--- src/hw/rtl/dds_pkg.sv ---
`timescale 1ns / 1ps
// ----------------------------------------------------------------------------
// dds_pkg
// Shared constants, types and the shift-add-3 step of the digit splitter.
// ----------------------------------------------------------------------------
package dds_pkg;

  // Input value width and most digits a run may carry
  localparam int VALUE_BITS      = 32;
  localparam int MAX_DIGIT_COUNT = 10;

  // Binary bits retired by each conversion stage
  localparam int STAGE_BITS = 4;
  localparam int NUM_STAGES = (VALUE_BITS + STAGE_BITS - 1) / STAGE_BITS;
  localparam int PAD_BITS   = NUM_STAGES * STAGE_BITS;

  // Decimal digits needed to hold any input value (77/256 ~ log10(2))
  localparam int BCD_DIGITS = (VALUE_BITS * 77) / 256 + 1;
  localparam int NUM_DIGITS = (BCD_DIGITS > MAX_DIGIT_COUNT) ? BCD_DIGITS : MAX_DIGIT_COUNT;

  // Field widths
  localparam int DIGIT_W   = 4;
  localparam int COUNT_W   = 4;
  localparam int CFG_W     = 4;
  localparam int CFG_IDX_W = 1;
  localparam int IDX_W     = (NUM_DIGITS > 1) ? $clog2(NUM_DIGITS) : 1;
  localparam int NAT_W     = $clog2(NUM_DIGITS + 1);
  localparam int CNT_W     = (NAT_W > CFG_W) ? NAT_W : CFG_W;

  // Register indexes
  localparam logic [CFG_IDX_W-1:0] REG_MAX_DIGITS = CFG_IDX_W'(0);
  localparam logic [CFG_IDX_W-1:0] REG_MIN_WIDTH  = CFG_IDX_W'(1);

  // Reset values of the registers
  localparam logic [CFG_W-1:0] MAX_DIGITS_RST = CFG_W'(10);
  localparam logic [CFG_W-1:0] MIN_WIDTH_RST  = CFG_W'(1);

  typedef logic [NUM_DIGITS-1:0][DIGIT_W-1:0] bcd_t;

  // Conversion state: decimal digits above, binary bits still to shift below
  typedef struct packed {
    bcd_t                bcd;
    logic [PAD_BITS-1:0] bin;
  } dabble_t;

  // Register settings seen by the count stage
  typedef struct packed {
    logic [CFG_W-1:0] max_digits;
    logic [CFG_W-1:0] min_width;
  } cfg_t;

  // One run ready to be sent out
  typedef struct packed {
    bcd_t             digits;
    logic [CNT_W-1:0] total;
    logic             count_only;
  } run_t;

  // One shift-add-3 step: correct digits of five or more, then shift left
  function automatic dabble_t dabble_step(input dabble_t d);
    bcd_t    dig;
    dabble_t r;
    dig = d.bcd;
    for (int k = 0; k < NUM_DIGITS; k++) begin
      if (dig[k] >= DIGIT_W'(5)) begin
        dig[k] = dig[k] + DIGIT_W'(3);
      end
    end
    r = dabble_t'({dig, d.bin} << 1);
    return r;
  endfunction

endpackage

--- src/hw/rtl/decimal_digit_splitter.sv ---
`timescale 1ns / 1ps
// ----------------------------------------------------------------------------
// decimal_digit_splitter
// Splits an unsigned binary value into a run of decimal digits.
// ----------------------------------------------------------------------------
// Usage:
//   Requests enter on value/value_valid/value_ready. Each request yields a
//   run of digits on digit_valid/digit_ready, most significant digit first,
//   with digit_count repeated on every result and is_last on the final one.
//   With max_digits at zero each request yields a single count-only result.
//   Registers are written through cfg_we/cfg_index/cfg_data; the user must
//   do so only while idle, which the block itself does not enforce.
// Pipeline and throughput:
//   A request passes through 8 shift-add-3 stages of 4 bits each, one count
//   stage and one output stage before its first digit reaches the outputs.
//   The output stage sends one digit per cycle while digit_ready is high, so
//   a request holds it until its run of 1 to 10 digits is taken; the pipeline
//   takes a request per cycle while the output side keeps up.
// Reset and stalls:
//   Reset empties the pipeline and sets max_digits to 10, min_width to 1.
//   When digit_ready is low, the current digit holds and the stages fill up
//   behind it; value_ready drops only once every stage holds a request.
// ----------------------------------------------------------------------------
module decimal_digit_splitter (
  input  logic                           clk,
  input  logic                           rst,
  input  logic                           cfg_we,
  input  logic [dds_pkg::CFG_IDX_W-1:0]  cfg_index,
  input  logic [dds_pkg::CFG_W-1:0]      cfg_data,
  input  logic                           value_valid,
  output logic                           value_ready,
  input  logic [dds_pkg::VALUE_BITS-1:0] value,
  output logic                           digit_valid,
  input  logic                           digit_ready,
  output logic [dds_pkg::DIGIT_W-1:0]    digit,
  output logic [dds_pkg::COUNT_W-1:0]    digit_count,
  output logic                           count_only,
  output logic                           is_last
);

  dds_pkg::cfg_t                   cfg;
  dds_pkg::dabble_t                stage_data [dds_pkg::NUM_STAGES+1];
  logic [dds_pkg::NUM_STAGES:0]    stage_valid;
  logic [dds_pkg::NUM_STAGES:0]    stage_ready;
  logic                            run_valid;
  logic                            run_ready;
  dds_pkg::run_t                   run_data;

  // Register writes
  always_ff @(posedge clk) begin
    if (rst) begin
      cfg.max_digits <= dds_pkg::MAX_DIGITS_RST;
      cfg.min_width  <= dds_pkg::MIN_WIDTH_RST;
    end else if (cfg_we) begin
      unique case (cfg_index)
        dds_pkg::REG_MAX_DIGITS: cfg.max_digits <= cfg_data;
        dds_pkg::REG_MIN_WIDTH:  cfg.min_width  <= cfg_data;
        default: ;
      endcase
    end
  end

  // Feed the value in with cleared digits
  assign stage_valid[0]    = value_valid;
  assign value_ready       = stage_ready[0];
  assign stage_data[0].bcd = '0;
  assign stage_data[0].bin = dds_pkg::PAD_BITS'(value);

  // Conversion pipeline
  for (genvar i = 0; i < dds_pkg::NUM_STAGES; i++) begin : g_stage
    dds_dabble_stage u_stage (
      .clk       (clk),
      .rst       (rst),
      .in_valid  (stage_valid[i]),
      .in_ready  (stage_ready[i]),
      .in_data   (stage_data[i]),
      .out_valid (stage_valid[i+1]),
      .out_ready (stage_ready[i+1]),
      .out_data  (stage_data[i+1])
    );
  end

  dds_count u_count (
    .clk       (clk),
    .rst       (rst),
    .cfg       (cfg),
    .in_valid  (stage_valid[dds_pkg::NUM_STAGES]),
    .in_ready  (stage_ready[dds_pkg::NUM_STAGES]),
    .in_data   (stage_data[dds_pkg::NUM_STAGES]),
    .out_valid (run_valid),
    .out_ready (run_ready),
    .out_data  (run_data)
  );

  dds_serializer u_serializer (
    .clk         (clk),
    .rst         (rst),
    .in_valid    (run_valid),
    .in_ready    (run_ready),
    .in_data     (run_data),
    .out_valid   (digit_valid),
    .out_ready   (digit_ready),
    .digit       (digit),
    .digit_count (digit_count),
    .count_only  (count_only),
    .is_last     (is_last)
  );

endmodule

--- src/hw/rtl/dds_dabble_stage.sv ---
`timescale 1ns / 1ps
// ----------------------------------------------------------------------------
// dds_dabble_stage
// One pipeline stage of the binary to decimal conversion: retires
// STAGE_BITS binary bits per request with the shift-add-3 rule.
// ----------------------------------------------------------------------------
module dds_dabble_stage (
  input  logic            clk,
  input  logic            rst,
  input  logic            in_valid,
  output logic            in_ready,
  input  dds_pkg::dabble_t in_data,
  output logic            out_valid,
  input  logic            out_ready,
  output dds_pkg::dabble_t out_data
);

  logic             valid;
  dds_pkg::dabble_t data;
  dds_pkg::dabble_t data_next;

  // Accept when empty or when the held request moves on
  assign in_ready = !valid || out_ready;

  // Run the shift-add-3 steps of this stage
  always_comb begin
    data_next = in_data;
    for (int s = 0; s < dds_pkg::STAGE_BITS; s++) begin
      data_next = dds_pkg::dabble_step(data_next);
    end
  end

  // Hold valid with the data
  always_ff @(posedge clk) begin
    if (rst) begin
      valid <= 1'b0;
    end else if (in_ready) begin
      valid <= in_valid;
    end
  end

  always_ff @(posedge clk) begin
    if (in_ready && in_valid) begin
      data <= data_next;
    end
  end

  assign out_valid = valid;
  assign out_data  = data;

endmodule

--- src/hw/rtl/dds_count.sv ---
`timescale 1ns / 1ps
// ----------------------------------------------------------------------------
// dds_count
// Finds the natural digit count and sizes the run from the maximum-digits
// and minimum-width settings; selects count-only mode.
// ----------------------------------------------------------------------------
module dds_count (
  input  logic             clk,
  input  logic             rst,
  input  dds_pkg::cfg_t    cfg,
  input  logic             in_valid,
  output logic             in_ready,
  input  dds_pkg::dabble_t in_data,
  output logic             out_valid,
  input  logic             out_ready,
  output dds_pkg::run_t    out_data
);

  logic                      valid;
  dds_pkg::run_t             data;
  dds_pkg::run_t             data_next;
  logic [dds_pkg::CNT_W-1:0] nat;
  logic [dds_pkg::CNT_W-1:0] mx;
  logic [dds_pkg::CNT_W-1:0] lim;
  logic [dds_pkg::CNT_W-1:0] n;
  logic [dds_pkg::CNT_W-1:0] w;
  logic [dds_pkg::CNT_W-1:0] tot;

  assign in_ready = !valid || out_ready;

  // Natural count: position of the highest nonzero digit, at least one
  always_comb begin
    nat = dds_pkg::CNT_W'(1);
    for (int k = 0; k < dds_pkg::NUM_DIGITS; k++) begin
      if (in_data.bcd[k] != '0) begin
        nat = dds_pkg::CNT_W'(k + 1);
      end
    end
  end

  // Saturate the limits and size the run
  always_comb begin
    mx  = dds_pkg::CNT_W'(cfg.max_digits);
    lim = (mx > dds_pkg::CNT_W'(dds_pkg::MAX_DIGIT_COUNT)) ?
          dds_pkg::CNT_W'(dds_pkg::MAX_DIGIT_COUNT) : mx;
    n   = (nat < lim) ? nat : lim;
    w   = dds_pkg::CNT_W'(cfg.min_width);
    tot = (n > w) ? n : w;
    if (tot > lim) begin
      tot = lim;
    end
    data_next.digits     = in_data.bcd;
    data_next.count_only = (cfg.max_digits == '0);
    data_next.total      = data_next.count_only ? nat : tot;
  end

  always_ff @(posedge clk) begin
    if (rst) begin
      valid <= 1'b0;
    end else if (in_ready) begin
      valid <= in_valid;
    end
  end

  always_ff @(posedge clk) begin
    if (in_ready && in_valid) begin
      data <= data_next;
    end
  end

  assign out_valid = valid;
  assign out_data  = data;

endmodule

--- src/hw/rtl/dds_serializer.sv ---
`timescale 1ns / 1ps
// ----------------------------------------------------------------------------
// dds_serializer
// Holds one run; one digit per cycle unless stalled, most significant first.
// ----------------------------------------------------------------------------
module dds_serializer (
  input  logic                         clk,
  input  logic                         rst,
  input  logic                         in_valid,
  output logic                         in_ready,
  input  dds_pkg::run_t                in_data,
  output logic                         out_valid,
  input  logic                         out_ready,
  output logic [dds_pkg::DIGIT_W-1:0]  digit,
  output logic [dds_pkg::COUNT_W-1:0]  digit_count,
  output logic                         count_only,
  output logic                         is_last
);

  logic                      busy;
  dds_pkg::run_t             run;
  logic [dds_pkg::IDX_W-1:0] pos;
  logic                      last;

  assign last = run.count_only || (pos == '0);

  // Take the next run once the last digit of this one is taken
  assign in_ready = !busy || (out_ready && last);

  always_ff @(posedge clk) begin
    if (rst) begin
      busy <= 1'b0;
    end else if (in_ready) begin
      busy <= in_valid;
    end
  end

  // Load a run, then step down through its digits
  always_ff @(posedge clk) begin
    if (in_ready && in_valid) begin
      run <= in_data;
      pos <= in_data.count_only ? '0 :
             dds_pkg::IDX_W'(in_data.total - dds_pkg::CNT_W'(1));
    end else if (busy && out_ready && !last) begin
      pos <= pos - dds_pkg::IDX_W'(1);
    end
  end

  assign out_valid   = busy;
  assign digit       = run.count_only ? '0 : run.digits[pos];
  assign digit_count = dds_pkg::COUNT_W'(run.total);
  assign count_only  = run.count_only;
  assign is_last     = last;

endmodule

--- config.mk ---
export PLATFORM = sky130hd
export DESIGN_NAME = decimal_digit_splitter
export DESIGN_NICKNAME = d
export VERILOG_FILES = /design/src/hw/rtl/dds_pkg.sv /design/src/hw/rtl/decimal_digit_splitter.sv /design/src/hw/rtl/dds_dabble_stage.sv /design/src/hw/rtl/dds_count.sv /design/src/hw/rtl/dds_serializer.sv
export SDC_FILE = /design/constraint.sdc
export NUM_CORES = 1
export LEC_CHECK = 0
export BUFFER_PORTS_ARGS = -buffer_cell sky130_fd_sc_hd__clkbuf_2
export CORE_ASPECT_RATIO = 0.75
export CORE_MARGIN = 2
export CORE_UTILIZATION = 30
export CTS_BUF_LIST = sky130_fd_sc_hd__clkbuf_2 sky130_fd_sc_hd__clkbuf_4 sky130_fd_sc_hd__clkbuf_8
export DETAILED_ROUTE_END_ITERATION = 10
export MAX_ROUTING_LAYER = met4
export PLACE_DENSITY = 0.43
export SYNTH_ARGS = -nofsm -noshare
export SYNTH_HDL_FRONTEND = slang
export SYNTH_SLANG_ARGS = --single-unit
--- constraint.sdc ---
create_clock -name clk -period 6.3 [get_ports clk]
set_clock_uncertainty 0.1 [all_clocks]
set_input_delay 0.315 -clock clk [delete_from_list [all_inputs] [get_ports clk]]
set_output_delay 0.315 -clock clk [all_outputs]
set_load 0.02 [all_outputs]
==> results.py <==
metrics = {
    "run_status": {
        "outcome": "finished, final reports clean",
    },
    "sta": {
        "hold_violations": 0,
        "min_period_over_period_pct": 93.2,
        "worstMarginPinSlew_ns": 0.884,
        "hold_ws_ns": 0.212,
        "slew_viol_final": 0,
        "rsz0062_at_grt": "no",
        "setup_violations": 0,
        "finalCriticalPeriod_ns": 5.87,
        "setup-tns-final_ns": 0,
        "maxSlewHeadroom_pct": 41.1,
        "fmax_mhz": 170,
    },
    "placement": {
        "port_buffers": 53,
        "gp_congestion": 0.810,
        "hpwl_um": 43800,
    },
    "routing": {
        "drt-total-wl_um": 58200,
        "final_antenna_net_count": 0,
        "vias": 21100,
        "route.detailed.drc": 0,
        "first_pass_iters": 5,
        "first_iter_violations": 924,
        "routed_via_density": 4.65,
        "wl_per_cell_um": 12.8,
    },
    "power_and_ir_drop": {
        "p_sw_mw": 5.52,
        "p_clk_share_pct": 18.9,
        "peakVddDrop_v": 0.000350,
        "powerDensity_nw_per_um2": 407,
        "switching_share_pct": 38.9,
        "combPwrFrac_pct": 54.3,
        "p_leak_nw": 14.8,
        "design_power_total_mw": 14.2,
        "intPower_mw": 8.67,
        "power_frac_seq_pct": 26.8,
    },
    "yosys": {
        "synth_cell_type_count": 100,
        "yosys_warnings": 0,
        "synth_area_per_cell_sq_um": 10.3,
        "async_flop_share_pct": 0,
        "syn_nets": 3359,
        "yosys.area.top_type_share_pct": 38.1,
        "synth_edf_count": 391,
        "netlist_area_sq_um": 30900,
        "synth_ff_type": "edfxtp_1",
        "synthCells": 2983,
        "seq_area_frac_synth_pct": 39.2,
        "synth-seq-cells": 409,
        "ys_top_cells_by_area": "edfxtp_1 (38%), ha_1 (14%), mux2i_1 (6.2%), inv_1 (4.2%), xnor2_1 (3.2%)",
        "yosysTopAreaCell": "edfxtp_1",
    },
    "setup_path": {
        "r2r_slack_ns": 0.43,
        "crit_slowest_cell": "or4_1",
        "critPathKind": "register to register",
        "worstPathCellList": "or4_1 > or2_2 > a31oi_1 > ha_1 > nor2b_1 > o21ai_0 > nand2b_1 > o41ai_4 > mux2i_1 > ha_1 > nor2b_1 > o21ai_0 > nand2b_1 > a21oi_1 > a41o_1 > mux2_2 > ha_1 > o21ai_0 > nand2b_1 > a21oi_1 > a41o_1 > mux2i_1 > o31a_1",
        "path_max_fanout": 7,
        "cpPeakStageDelay_ns": 0.60,
        "crit_start": "g_stage[7].u_stage.out_data[69]",
        "critPathLaunchType": "register",
        "r2r_start": "g_stage[7].u_stage.out_data[69]",
        "critPathCaptureType": "register",
        "cp.required_ns": 6.65,
        "crit_arrival_ns": 6.22,
    },
    "finish": {
        "nets": 3520,
        "layout-drive-gt1-share_pct": 11.9,
        "synthToLayoutAreaGrowth_pct": 13.0,
        "mostFrequentLayoutCells": "edfxtp_1 (391), inv_1 (342), ha_1 (334)",
        "layout_commonest_cell": "edfxtp_1",
        "fillCellCount": 10200,
        "final_core_util_pct": 34.3,
    },
    "clocking": {
        "clockBufferDepth": 3,
        "clock-sinks": 409,
        "cts_made_buffers": 76,
        "cts_setup_buffers": 0,
        "cts_tree": "built",
        "clk_pin_slew_ns": 0.06,
        "root_buffer": "clkbuf_8",
        "insertion_delay_ns": 0.71,
        "htree_levels": 3,
    },
    "floorplan": {
        "die_w_um": 374,
        "rows": 101,
        "die_y_um": 282,
        "fp.dieArea_sq_um": 105000,
        "initial_utilization_pct": 30.4,
        "core_area_sq_um": 102000,
        "io_pins": 54,
    },
    "grt": {
        "grt_max_degree": 54,
        "grt_pass1_wl_um": 98500,
        "grt_usage_pct": 11.5,
        "grt_overflow_total": 0,
        "grt_pass1_vias": 20800,
        "antenna_found_initial": 2,
    },
    "hold_path": {
        "min_path_type": "primary input to register",
        "hp-start": "value[15]",
    },
    "flow_run": {
        "cap_violations": 0,
    },
}
[cells in the mapped netlist, types with 33 or more instances]
| master | number |
|---|---|
| xnor2_1 | 112 |
| nand2_1 | 165 |
| inv_1 | 342 |
| nor2_1 | 193 |
| nor3_1 | 59 |
| a21o_1 | 46 |
| mux2i_1 | 192 |
| nor3b_1 | 33 |
| ha_1 | 334 |
| a21oi_1 | 128 |
| a211oi_1 | 34 |
| nor2b_1 | 96 |
| o21ai_0 | 99 |
| nand2b_1 | 112 |
| edfxtp_1 | 391 |
| o21ai_1 | 44 |
| mux2_2 | 70 |
[state kept, by name (all words and copies together) (netlist names)]
| name | flops |
|---|---|
| cfg | 8 |
| u_serializer.run | 40 |
| u_serializer.out_valid | 1 |
| g_stage.u_stage.out_data | 297 |
| g_stage.u_stage.out_valid | 8 |
| u_serializer.count_only | 1 |
| u_count.out_valid | 1 |
| u_serializer.digit_count | 4 |
| u_count.out_data | 45 |
| u_serializer.pos | 4 |
[cell families after synthesis]
group,after synthesis,share of synthesized area [%]
adders and majority gates,334,13.5
AOI/OAI and AO/OA,653,15.1
buffers and inverters,380,4.86
muxes,284,9.96
DFF,409,39.2
xor gates and xnor gates,138,3.94
and+or+nand+nor,785,13.3
[final cells by class]
class,count,area (sq um),share of cell area (%)
inverters,345,1290,3.71
repair buffers,118,886,2.54
flip-flops and latches,409,12100,34.7
diodes,2,5.00,0.0144
clock buffers,104,1290,3.71
multi-input cells,2194,17300,49.8
clock inverters,32,265,0.761
well taps,1339,1680,4.80
[through the flow]
stage / setup WS, ns / instances / area (sq um)
floorplan: 1.04 / 2983 / 30900
global placement: 0.543 / 4352 / 32800
detailed placement: 0.477 / 4352 / 32800
CTS: 0.449 / 4541 / 34900
global route: 0.00692 / 4543 / 34900
finish: 0.430 / 4543 / 34900
[routing by layer]
| metal | track usage, % | vias to the layer above | routed length, um |
|---|---|---|---|
| met2 | 17.4 | 172 | 24600 |
| li1 | - | 11100 | - |
| met4 | 3.10 | 0 | 1150 |
| met3 | 2.60 | 91 | 1860 |
| met1 | 15.4 | 9794 | 30600 |
| met5 | - | - | 0 |
[final timing paths]
path                                endpoint  cells past startpoint
max                      u_count.out_data[2]                     23
min          g_stage[0].u_stage.out_data[19]                      2
max reg2reg              u_count.out_data[2]                     23
min reg2reg  g_stage[3].u_stage.out_data[29]                      0
[worst max-delay path, delay by kind of cell, from the launching register on]
kind / cells / cell delay (ns)
muxes: 3 / 0.82
and+or+nand+nor: 7 / 1.54
DFF: 1 / 0.38
AOI/OAI and AO/OA: 10 / 1.90
adders and majority gates: 3 / 0.86
[power groups by stage]
stage,Combinational [mW],Clock [mW],Sequential [mW]
after detailed placement,7.68,0,3.86
after global placement,7.41,0,3.85
final,7.70,2.68,3.80
after floorplan,6.39,0,3.80
after CTS,7.78,2.83,3.80
after global routing,8.82,2.94,3.83
[repair_timing]
item,CTS,global route
endpoints found under the hold margin,51,0
setup endpoints to repair,0,3
hold buffers,53,0
resized for setup,0,1
Note: power is estimated with default switching activity, not from simulation.
